## config.mk

```make
export PLATFORM = sky130hd
export DESIGN_NAME = ppi_ctrl
export DESIGN_NICKNAME = d
export VERILOG_FILES = /design/src/sv/assert_macros.svh /design/src/sv/ppi_pkg.sv /design/src/sv/ppi_ctrl.sv
export SDC_FILE = /design/constraint.sdc
export NUM_CORES = 1
export LEC_CHECK = 0
export BUFFER_PORTS_ARGS = -buffer_cell sky130_fd_sc_hd__clkbuf_2
export CORE_ASPECT_RATIO = 1.1
export CORE_UTILIZATION = 55
export CTS_CLUSTER_DIAMETER = 60
export CTS_CLUSTER_SIZE = 10
export DETAILED_ROUTE_END_ITERATION = 12
export MAX_ROUTING_LAYER = met4
export PLACE_DENSITY_LB_ADDON = 0.3
export SLEW_MARGIN = 10
export SYNTH_ARGS = -nofsm -noshare
export SYNTH_HDL_FRONTEND = slang
export SYNTH_SLANG_ARGS = --single-unit
export TNS_END_PERCENT = 5
```

## constraint.sdc

```tcl
create_clock -name clk -period 2.98 [get_ports clk]
set_input_delay 0.149 -clock clk [delete_from_list [all_inputs] [get_ports clk]]
set_output_delay 0.149 -clock clk [all_outputs]
set_load 0.005 [all_outputs]
```

## src/sv/assert_macros.svh

```systemverilog
// Assertion macros for the polygon/plane intersection block.
// Needs clk and arst_n in scope at the point of use.
`ifndef ASSERT_MACROS_SVH
`define ASSERT_MACROS_SVH
// property checked on every clock edge outside reset
`define PPI_ASSERT(label, prop, msg) \
	label: assert property (@(posedge clk) disable iff (!arst_n) prop) else $error(msg);
// condition that must never be seen
`define PPI_NEVER(label, expr, msg) \
	`PPI_ASSERT(label, !(expr), msg)
`endif

```

## src/sv/ppi_pkg.sv

```systemverilog
// Shared types and constants of the polygon/plane intersection block.
// No dependencies; used by ppi_ctrl, ppi_datapath and the top level.
`timescale 1ns / 1ps
package ppi_pkg;

	localparam int CFG_W     = 63;
	localparam int CFG_IDX_W = 3;

	localparam logic [CFG_IDX_W-1:0] REG_NORMAL_X  = 3'd0;
	localparam logic [CFG_IDX_W-1:0] REG_NORMAL_Y  = 3'd1;
	localparam logic [CFG_IDX_W-1:0] REG_NORMAL_Z  = 3'd2;
	localparam logic [CFG_IDX_W-1:0] REG_PLANE_X   = 3'd3;
	localparam logic [CFG_IDX_W-1:0] REG_PLANE_Y   = 3'd4;
	localparam logic [CFG_IDX_W-1:0] REG_PLANE_Z   = 3'd5;
	localparam logic [CFG_IDX_W-1:0] REG_MERGE_TOL = 3'd6;
	localparam logic [CFG_IDX_W-1:0] REG_CLOSEST   = 3'd7;

	localparam logic [1:0] SIDE_ON    = 2'd0;
	localparam logic [1:0] SIDE_ABOVE = 2'd1;
	localparam logic [1:0] SIDE_BELOW = 2'd2;

	localparam logic [1:0] ST_OK    = 2'd0;
	localparam logic [1:0] ST_NONE  = 2'd1;
	localparam logic [1:0] ST_SHORT = 2'd2;

	// on-plane and parallel-edge tolerance on dot products
	localparam logic [67:0] SIDE_TOL = 68'd0;
	// quotient bits produced by the divider; larger quotients are capped
	localparam int          DIV_STEPS = 35;
	localparam logic [35:0] CAP_MAG   = 36'h4_0000_0000;

	typedef logic [2:0][31:0] vec3_t;

	typedef struct packed {
		logic signed [31:0] vertex_x;
		logic signed [31:0] vertex_y;
		logic signed [31:0] vertex_z;
		logic               last_vertex;
	} vertex_t;

	typedef struct packed {
		logic signed [31:0] point_x;
		logic signed [31:0] point_y;
		logic signed [31:0] point_z;
		logic [1:0]         status;
		logic               last_of_polygon;
	} result_t;

	typedef enum logic [2:0] {
		MAC_DOT_VP = 3'd0,
		MAC_DOT_BA = 3'd1,
		MAC_DOT_PA = 3'd2,
		MAC_CHUNK  = 3'd3,
		MAC_SQ_RP  = 3'd4,
		MAC_SQ_QP  = 3'd5
	} mac_mode_t;

	typedef enum logic [1:0] {
		EMIT_PENDING = 2'd0,
		EMIT_BEST    = 2'd1,
		EMIT_NONE    = 2'd2,
		EMIT_SHORT   = 2'd3
	} emit_kind_t;

	typedef struct packed {
		logic       ld_v;
		logic       mac_go;
		mac_mode_t  mac_mode;
		logic       ld_side;
		logic       dec_first;
		logic       ld_den;
		logic       ld_num;
		logic       r_from_a;
		logic       comp_clr;
		logic       comp_inc;
		logic       div_init;
		logic       div_go;
		logic       fin;
		logic       set_pending;
		logic       best_upd;
		logic       advance;
		logic       clear_poly;
		logic       emit;
		emit_kind_t emit_kind;
		logic       emit_last;
		logic       edge_close;
	} dp_cmd_t;

	typedef struct packed {
		logic mac_done;
		logic div_done;
		logic side_change;
		logic close_needed;
		logic den_small;
		logic far;
		logic pend_valid;
		logic closest;
		logic out_free;
		logic comp_last;
		logic last_v;
		logic seen_zero;
	} dp_stat_t;

	function automatic logic [31:0] pick(vec3_t v, logic [1:0] i);
		logic [31:0] r;
		case (i)
			2'd0: r = v[0];
			2'd1: r = v[1];
			2'd2: r = v[2];
			default: r = v[0];
		endcase
		return r;
	endfunction

endpackage

```

## src/sv/ppi_ctrl.sv

```systemverilog
// Controller: sequences classification, crossing, merge and release steps
// through the datapath. Depends on ppi_pkg.
`timescale 1ns / 1ps
module ppi_ctrl (
	input  logic               clk,
	input  logic               arst_n,
	input  logic               in_valid,
	output logic               in_ready,
	input  ppi_pkg::dp_stat_t  stat,
	output ppi_pkg::dp_cmd_t   cmd
);
	import ppi_pkg::*;

	typedef enum logic [21:0] {
		S_IDLE    = 22'h000001,
		S_SIDE    = 22'h000002,
		S_DECIDE  = 22'h000004,
		S_SHORT   = 22'h000008,
		S_CDEN    = 22'h000010,
		S_CDEN_LD = 22'h000020,
		S_CNUM    = 22'h000040,
		S_CCHK    = 22'h000080,
		S_CMUL    = 22'h000100,
		S_CDIV0   = 22'h000200,
		S_CDIV    = 22'h000400,
		S_CFIN    = 22'h000800,
		S_PUSH    = 22'h001000,
		S_MDIST   = 22'h002000,
		S_MCMP    = 22'h004000,
		S_RCONS   = 22'h008000,
		S_RBEST   = 22'h010000,
		S_REMIT   = 22'h020000,
		S_PSET    = 22'h040000,
		S_ADVANCE = 22'h080000,
		S_FREL    = 22'h100000,
		S_FEND    = 22'h200000
	} state_t;

	state_t state_q, state_d;
	logic   closing_q, closing_d;
	logic   final_q, final_d;

	always_ff @(posedge clk or negedge arst_n) begin
		if (!arst_n) begin
			state_q   <= S_IDLE;
			closing_q <= 1'b0;
			final_q   <= 1'b0;
		end else begin
			state_q   <= state_d;
			closing_q <= closing_d;
			final_q   <= final_d;
		end
	end

	always_comb begin
		state_d        = state_q;
		closing_d      = closing_q;
		final_d        = final_q;
		cmd            = '0;
		cmd.edge_close = closing_q;
		in_ready       = 1'b0;
		case (state_q)
			S_IDLE: begin
				in_ready = 1'b1;
				if (in_valid) begin
					cmd.ld_v = 1'b1;
					state_d  = S_SIDE;
				end
			end
			S_SIDE: begin
				cmd.mac_go   = 1'b1;
				cmd.mac_mode = MAC_DOT_VP;
				if (stat.mac_done)
					state_d = S_DECIDE;
			end
			S_DECIDE: begin
				cmd.ld_side = 1'b1;
				if (stat.seen_zero) begin
					cmd.dec_first = 1'b1;
					state_d       = stat.last_v ? S_SHORT : S_IDLE;
				end else if (stat.side_change) begin
					closing_d = 1'b0;
					state_d   = S_CDEN;
				end else begin
					state_d = S_ADVANCE;
				end
			end
			S_SHORT: begin
				if (stat.out_free) begin
					cmd.emit       = 1'b1;
					cmd.emit_kind  = EMIT_SHORT;
					cmd.emit_last  = 1'b1;
					cmd.clear_poly = 1'b1;
					state_d        = S_IDLE;
				end
			end
			S_CDEN: begin
				cmd.mac_go   = 1'b1;
				cmd.mac_mode = MAC_DOT_BA;
				if (stat.mac_done)
					state_d = S_CDEN_LD;
			end
			S_CDEN_LD: begin
				cmd.ld_den = 1'b1;
				state_d    = S_CNUM;
			end
			S_CNUM: begin
				cmd.mac_go   = 1'b1;
				cmd.mac_mode = MAC_DOT_PA;
				if (stat.mac_done)
					state_d = S_CCHK;
			end
			S_CCHK: begin
				cmd.ld_num = 1'b1;
				// edge parallel to the plane: take its start point
				if (stat.den_small) begin
					cmd.r_from_a = 1'b1;
					state_d      = S_PUSH;
				end else begin
					cmd.comp_clr = 1'b1;
					state_d      = S_CMUL;
				end
			end
			S_CMUL: begin
				cmd.mac_go   = 1'b1;
				cmd.mac_mode = MAC_CHUNK;
				if (stat.mac_done)
					state_d = S_CDIV0;
			end
			S_CDIV0: begin
				cmd.div_init = 1'b1;
				state_d      = S_CDIV;
			end
			S_CDIV: begin
				cmd.div_go = 1'b1;
				if (stat.div_done)
					state_d = S_CFIN;
			end
			S_CFIN: begin
				cmd.fin      = 1'b1;
				cmd.comp_inc = 1'b1;
				state_d      = stat.comp_last ? S_PUSH : S_CMUL;
			end
			S_PUSH: begin
				state_d = stat.pend_valid ? S_MDIST : S_PSET;
			end
			S_MDIST: begin
				cmd.mac_go   = 1'b1;
				cmd.mac_mode = MAC_SQ_RP;
				if (stat.mac_done)
					state_d = S_MCMP;
			end
			S_MCMP: begin
				// too close to the waiting point: drop it, keep the new one
				if (stat.far) begin
					final_d = 1'b0;
					state_d = S_RCONS;
				end else begin
					state_d = S_PSET;
				end
			end
			S_RCONS: begin
				cmd.mac_go   = 1'b1;
				cmd.mac_mode = MAC_SQ_QP;
				if (stat.mac_done)
					state_d = S_RBEST;
			end
			S_RBEST: begin
				cmd.best_upd = 1'b1;
				if (!stat.closest)
					state_d = S_REMIT;
				else
					state_d = final_q ? S_FEND : S_PSET;
			end
			S_REMIT: begin
				if (stat.out_free) begin
					cmd.emit      = 1'b1;
					cmd.emit_kind = EMIT_PENDING;
					cmd.emit_last = final_q;
					state_d       = final_q ? S_FEND : S_PSET;
				end
			end
			S_PSET: begin
				cmd.set_pending = 1'b1;
				state_d         = closing_q ? S_FREL : S_ADVANCE;
			end
			S_ADVANCE: begin
				cmd.advance = 1'b1;
				if (!stat.last_v)
					state_d = S_IDLE;
				else if (stat.close_needed) begin
					closing_d = 1'b1;
					state_d   = S_CDEN;
				end else
					state_d = S_FREL;
			end
			S_FREL: begin
				if (stat.pend_valid) begin
					final_d = 1'b1;
					state_d = S_RCONS;
				end else begin
					state_d = S_FEND;
				end
			end
			S_FEND: begin
				if (stat.closest || !stat.pend_valid) begin
					if (stat.out_free) begin
						cmd.emit       = 1'b1;
						cmd.emit_kind  = stat.closest ? EMIT_BEST : EMIT_NONE;
						cmd.emit_last  = 1'b1;
						cmd.clear_poly = 1'b1;
						closing_d      = 1'b0;
						final_d        = 1'b0;
						state_d        = S_IDLE;
					end
				end else begin
					cmd.clear_poly = 1'b1;
					closing_d      = 1'b0;
					final_d        = 1'b0;
					state_d        = S_IDLE;
				end
			end
			default: state_d = S_IDLE;
		endcase
	end

endmodule

```

After elaboration in Yosys (flattened, before gate mapping). Index checks and enable logic that the tools add are counted.

Register bits: 24. Bits of input ports: 15. Output and inout port bits: 25.

Equal/unequal tests: 38. Muxes and demuxes: 59. Reductions and logical operators: 7.

Operators by type and width (number): one-hot mux 22 bit (22 select lines) (1); 2-to-1 mux 22 bit (15); 2-to-1 mux 21 bit (3); 2-to-1 mux 19 bit (2); != test 2 bit, second input constant (15); 2-to-1 mux 13 bit (2); one-hot mux 4 bit (6 select lines) (1); equality test 22 x 1 -> 1 bit, second input constant (1); equality test 22 x 10 -> 1 bit, second input constant (1); equality test 22 x 11 -> 1 bit, second input constant (1); equality test 22 x 12 -> 1 bit, second input constant (1); equality test 22 x 13 -> 1 bit, second input constant (1); equality test 22 x 14 -> 1 bit, second input constant (1); equality test 22 x 15 -> 1 bit, second input constant (1); equality test 22 x 16 -> 1 bit, second input constant (1); equality test 22 x 17 -> 1 bit, second input constant (1); equality test 22 x 18 -> 1 bit, second input constant (1); equality test 22 x 19 -> 1 bit, second input constant (1); equality test 22 x 2 -> 1 bit, second input constant (1); equality test 22 x 20 -> 1 bit, second input constant (1); equality test 22 x 21 -> 1 bit, second input constant (1); equality test 22 bit, second input constant (1); equality test 22 x 3 -> 1 bit, second input constant (1); equality test 22 x 4 -> 1 bit, second input constant (1); 21 further kinds (48).

Logic depth before layout (Yosys ltp). Gate-level depths: netlist of run 1.

Depth in word-level cells: 4. Gate-level depth with buffers: 9. Mapped depth without buffers: 6.

Worst setup path before layout of run 1. Ideal clock, no wire load.

Kind: flip-flop to flip-flop. From: register state_q[5]. To: register state_q[16]. Setup time: 0.095 ns. Arrival: 2.094 ns. Slack: 0.791 ns. Stages on the path, launching flop included: 7. Buffers on the path: 0. Period minus slack after synthesis: 2.189 ns. Cells stage by stage: dfrtp_1 -> or4_4 -> or4_4 -> nor3_4 -> nor4b_1 -> and4_4 -> nor4_4.

Word-level cells in the longest chain between the ends: 3. Elaborated cells on any way between the ends: 33.

Ends and longest elaborated chain: start, declared (RTL line ppi_ctrl.sv:39) `state_t state_q, state_d;`; start signal, assigned (RTL line ppi_ctrl.sv:49) `state_q <= state_d;`; equality test 22 x 2 -> 1 bit (tied with other cells) (RTL line ppi_ctrl.sv:62) `case (state_q)`; != test 2 bit (no line); AND reduction 9 bit (no line).

Several ways; a longest one is shown, not always the timed one. A chain may end at the register's enable or synchronous reset.

==> results of run 1 <==
-- layer usage --
| metal | vias to the layer above | global-route usage | wire length [um] |
|---|---|---|---|
| met5 | - | - | 0 |
| met1 | 872 | 0.398 | 2170 |
| met2 | 77 | 0.444 | 2310 |
| met4 | 0 | 0.110 | 104 |
| met3 | 10 | 0.0246 | 275 |
| li1 | 905 | - | - |
-- worst max-delay path, stage by stage (launching register included) --
cell,delay [ns]
dfrtp_1,0.51
nor4_4,0.57
nand3_2,0.26
nor3_2,0.47
o22ai_1,0.19
inv_1,0.08
clkbuf_2,0.10
-- cell families after synthesis --
group,Yosys count
xor gates and xnor gates,5
AOI/OAI and AO/OA,35
buffers and inverters,26
and+or+nand+nor,126
DFF,24
-- timing repair --
| item | 4_1_cts | 5_1_grt |
|---|---|---|
| endpoints found under the hold margin | 23 | 0 |
| hold buffers | 1 | 0 |
| endpoints found under the setup margin | 0 | 0 |
-- flip-flops by register name, indices dropped and copies added (netlist names) --
name       count
state_q       22
closing_q      1
final_q        1
-- cell type report --
type,count,area share
Multi-Input combinational cell,166,0.533
Sequential cell,24,0.272
Timing Repair Buffer,47,0.122
Tap cell,48,0.0271
Inverter,13,0.0220
Clock inverter,1,0.0136
Clock buffer,3,0.0102
-- layout by cell type, fill, tap and decap left out, types with 3 or more instances in the layout --
cell type   n
nand2b_1    6
xnor2_1     3
or4b_2      4
and3_1      6
a21oi_1     6
nor3_2      6
and2_1      5
nand3_1     4
nor4_4      3
nor3_1      8
clkbuf_4    3
nor4b_1     6
or4_1       4
dfrtp_1    23
nor2_1     21
and4_1      3
and4b_1     3
nand4_1     5
inv_1      13
buf_4       6
nand2_1    14
clkbuf_2   39
nor4_1      9
a21o_1      4
-- path summary, 6_finish.rpt --
kind                                        startpoint                 endpoint  slack, ns
worst max-delay path            state_q[8]$_DFFE_PN0P_                   cmd[5]       0.33
worst min-delay path                           stat[2]  state_q[12]$_DFFE_PN0P_       0.04
worst max register to register  state_q[8]$_DFFE_PN0P_  state_q[16]$_DFFE_PN0P_       0.45
worst min register to register   closing_q$_DFFE_PN0P_  state_q[19]$_DFFE_PN0P_       0.56
max in group asynchronous                       arst_n    closing_q$_DFFE_PN0P_       2.23
min in group asynchronous                       arst_n  state_q[12]$_DFFE_PN0P_       0.35
-- report_power, final --
group,switching [mW],internal [mW]
clock,0.102,0.136
sequential,0.0329,0.357
combinational,0.303,0.216
total,0.438,0.709
-- per-stage QoR --
step	hold WS [ns]	area [um2]	cells	setup slack, ns	util
after floorplan	-0.147	1900	216	0.791	-
after global placement	0.184	2150	297	0.588	0.646
after detailed placement	0.191	2150	297	0.528	0.646
after CTS	0.0364	2210	302	0.328	0.665
after global routing	0.0533	2210	302	0.130	0.665
final	0.0446	2210	302	0.329	0.665
-- synth_stat cells, types with 5 or more instances --
cell	n	area share
nand2_1	14	0.028
and3_1	6	0.020
and2_1	5	0.016
nor2_1	21	0.041
nor4b_1	6	0.028
nand4_1	5	0.016
dfrtp_1	23	0.30
nor3_1	8	0.021
a21oi_1	6	0.016
nor4_1	9	0.030
nor3_2	6	0.032
nand2b_1	6	0.020
inv_1	13	0.026
clkbuf_1	7	0.014
==> flow_summary.toml, run 1 <==
[floorplanning]
row_count = 22
core_um2 = 3330
dieArea_um2 = 3700
start_util = 0.572
dieHeight_um = 63.7
pin_count = 40
die_x_um = 58.1

[timing]
report.final.setup_viol = 0
relSlewSlack = 0.572
final.min_clock_period_ns = 2.65
worstMarginPinSlew_ns = 0.638
timing.final.max_slew_violations = 0
finClkSkew_ns = 0.00775
finalSetupTns_ns = 0
grt_setup_unrepaired = "false"
hold_violations = 0
finalCritPeriodShare = 0.890
fmax_ghz = 0.377

[yosys]
ys_types = 58
ys_ff_latch = 24
postSynthAreaPerCell_um2 = 8.82
synthCells = 216
yosysSeqAreaShare = 0.316
synth-simple-area-share = 0.453
synth-async-reset-ratio = 1.00
synth.area.mux_share = 0
synth_fa_ha_area_frac = 0
synth_compound_area_frac = 0.145
synth_top_family_by_area = "simple AND/OR/NAND/NOR gates"
synth_area_um2 = 1900
synth_edf_count = 0
synth-xor-area-share = 0.0230
synth-main-ff-cell = "dfrtp_1"
yosysWarnings = 0
synth_nets = 231

[global_route]
grt_overflow_total = 0
grt_pass1_vias = 1724
grt_use_total = 0.290
grt_max_degree = 25
antenna_found_initial = 0
grt_pass1_wl_um = 8040

[worst_setup_path]
end_kind = "output pin"
start_kind = "flop"
rr_worst_depth = 6
path_class = "reg2out"
worstPathRequired_ns = 2.83
path_max_fanout = 9
cp.arrival_ns = 2.50

[clock_network]
cts_root_buffer = "clkbuf_4"
cts_made_buffers = 3
path_clk_slew_ns = 0.14
clock_latency_ns = 0.32
cts.sinks = 24
ctsResizeCount = 0
htreeDepth = 1
cts_tree = "done"
cts_setup_buffers = 0
clockBufferDepth = 2

[cells_and_area]
nets = 270
multi_input_area_um2 = 1180
drive_gt1_frac = 0.303
num_antenna_cells = 0
syn2layout_area_growth_pct = 16.3
n_fill_cell = 281
regArea_um2 = 602

[detailed_routing]
drc = 0
wl_um = 4850
via_per_inst = 6.17
ant_nets = 0
first_pass_iters = 4
wire_per_inst_um = 16.1
drt_iter0_markers = 122
vias = 1864

[pwr]
leakagePower_nw = 1.08
finalPower_mw = 1.15
powerDensity_nw_per_um2 = 518
ir_drop_uv = 380

[worst_hold_path]
hold_path_class = "in2reg"
holdPathStages = 2

[place]
hpwl_um = 3780
portBuffers = 39
gp_congestion = 0.958

[flow_run]
max_cap_violations = 0

[status]
status = "finished clean"
Power figures use the tool's default switching activity.
==> run 2: changes to the inputs <==
Settings changed: CAP_MARGIN set to 20, CELL_PAD_IN_SITES_DETAIL_PLACEMENT set to 1, CELL_PAD_IN_SITES_GLOBAL_PLACEMENT set to 1, CORE_UTILIZATION 55 to 41, PLACE_DENSITY_LB_ADDON 0.3 to 0.1.
==> flow_summary.toml, run 2 (synthesis gave the netlist of run 1 again) <==
[cells_and_area]
drive_gt1_frac = 0.302
final_common_cell = "clkbuf_2"
top_register = "state_q"
layout_common_cells = "clkbuf_2 (39), dfrtp_1 (23), nor2_1 (21), nand2_1 (14), inv_1 (13)"
fin_area_um2 = 2210
syn2layout_area_growth_pct = 16.0
reg_top3 = "state_q (22), closing_q (1), final_q (1)"
nets = 271
num_antenna_cells = 0
largest_reg_flops = 22

[timing]
hold_ws_ns = 0.0906
fin_ws_ns = 0.325
report.final.setup_viol = 0
finalSetupTns_ns = 0
worstMarginPinSlew_ns = 0.644
final.min_clock_period_ns = 2.66
finClkSkew_ns = 0.00660
fmax_ghz = 0.377
grt_setup_unrepaired = "false"
finalCritPeriodShare = 0.891
timing.final.max_slew_violations = 0
hold_violations = 0
relSlewSlack = 0.570

[worst_setup_path]
critPathLaunch = "state_q[8]$_DFFE_PN0P_"
cp.arrival_ns = 2.51
path_class = "reg2out"
reg2reg_to = "state_q[8]$_DFFE_PN0P_"
worstReg2RegStart = "state_q[5]$_DFFE_PN0P_"
r2r_slack_ns = 0.43
path_max_fanout = 9
start_kind = "flop"
worstPathRequired_ns = 2.83
rr_worst_depth = 8
end_kind = "output pin"

[pwr]
leakagePower_nw = 1.08
finalPower_mw = 1.12
powerDensity_nw_per_um2 = 506
power.internal_mw = 0.650
pwr-share-comb = 0.462
clkPwrFrac = 0.186
ir_drop_uv = 224
switching_share = 0.419
p_sw_mw = 0.468
pwr-share-seq = 0.352

[floorplanning]
pin_count = 40
die_x_um = 67.0
row_count = 25
core_um2 = 4380
start_util = 0.435
dieArea_um2 = 4920
dieHeight_um = 73.5

[place]
hpwl_um = 4600
portBuffers = 39
postPlaceCellArea_um2 = 2150
gp_congestion = 0.865
pre_cts_ws_ns = 0.456

[detailed_routing]
first_pass_iters = 4
wl_met3_um = 255
via_per_inst = 6.10
vias = 1885
met2_length_um = 2830
wl_met1_um = 2690
drc = 0
wire_per_inst_um = 18.9
wl_um = 5850
drt_iter0_markers = 76
top_layer = "met4"
ant_nets = 0

[clock_network]
cts_root_buffer = "clkbuf_8"
cts.sinks = 24
htreeDepth = 1
clock_latency_ns = 0.27
clockBufferDepth = 2
path_clk_slew_ns = 0.09
cts_made_buffers = 3
cts_tree = "done"

[worst_hold_path]
holdPathStages = 2
worstHoldStart = "stat[2]"
hold_end = "state_q[12]$_DFFE_PN0P_"
hold_path_class = "in2reg"

[global_route]
antenna_found_initial = 0
grt_overflow_total = 0
grt_max_degree = 25
grt_use_total = 0.270
grt_pass1_wl_um = 9570
grt_pass1_vias = 1915

[flow_run]
max_cap_violations = 0

[status]
status = "finished clean"
[run 2: cell types whose count changed in the layout (fill, tap and decap cells not counted)]
cell / delta
clkbuf_4: -3
clkbuf_8: +3
buf_4: +2
buf_12: -1
bufinv_16: -1
clkbuf_1: +1
[run 2: power by group through the flow]
stage / Combinational [mW] / Sequential [mW] / Clock (mW)
2_1_floorplan: 0.361 / 0.388 / 0
3_3_place_gp: 0.499 / 0.398 / 0
3_5_place_dp: 0.508 / 0.399 / 0
4_1_cts: 0.513 / 0.394 / 0.212
5_1_grt: 0.556 / 0.400 / 0.224
6_report: 0.517 / 0.394 / 0.208
[run 2: what timing repair did]
| item | CTS | global route |
|---|---|---|
| gates resized for setup | 0 | 0 |
| hold buffers | 1 | 0 |
| setup buffers | 0 | 0 |
| hold endpoints to repair | 23 | 0 |
[run 2: worst max-delay path: stages, from the launching register on]
cell,delay (ns)
dfrtp_1,0.49
nor4_4,0.61
nand3_2,0.26
nor3_2,0.47
o22ai_1,0.21
inv_1,0.08
clkbuf_2,0.10
[run 2: stage by stage]
stage | util | instances
after CTS | 0.505 | 309
after global placement | 0.492 | 304
after global routing | 0.505 | 309
after detailed placement | 0.492 | 304
final | 0.505 | 309
after floorplan | - | 216
[run 2: area by class of cell]
| class | count | area (um2) |
|---|---|---|
| Fill cell | 563 | 2170 |
| Multi-Input combinational cell | 166 | 1180 |
| Tap cell | 54 | 67.6 |
| Sequential cell | 24 | 602 |
| Clock buffer | 4 | 45.0 |
| Timing Repair Buffer | 48 | 265 |
| Inverter | 13 | 48.8 |
[run 2: per-layer routing]
| metal | up-vias | global-route usage |
|---|---|---|
| li1 | 897 | - |
| met1 | 929 | 0.345 |
| met2 | 50 | 0.446 |
| met3 | 9 | 0.0280 |
| met4 | 0 | 0.0804 |
| met5 | - | - |
[run 2: how the worst max path moves through the flow]
stage | to | slack (ns)
2_1_floorplan | state_q[16]$_DFFE_PN0P_ | 0.79
3_3_place_gp | state_q[16]$_DFFE_PN0P_ | 0.42
3_5_place_dp | state_q[16]$_DFFE_PN0P_ | 0.46
4_1_cts | cmd[13] | 0.32
5_1_grt | cmd[13] | 0.13
6_report | cmd[5] | 0.32
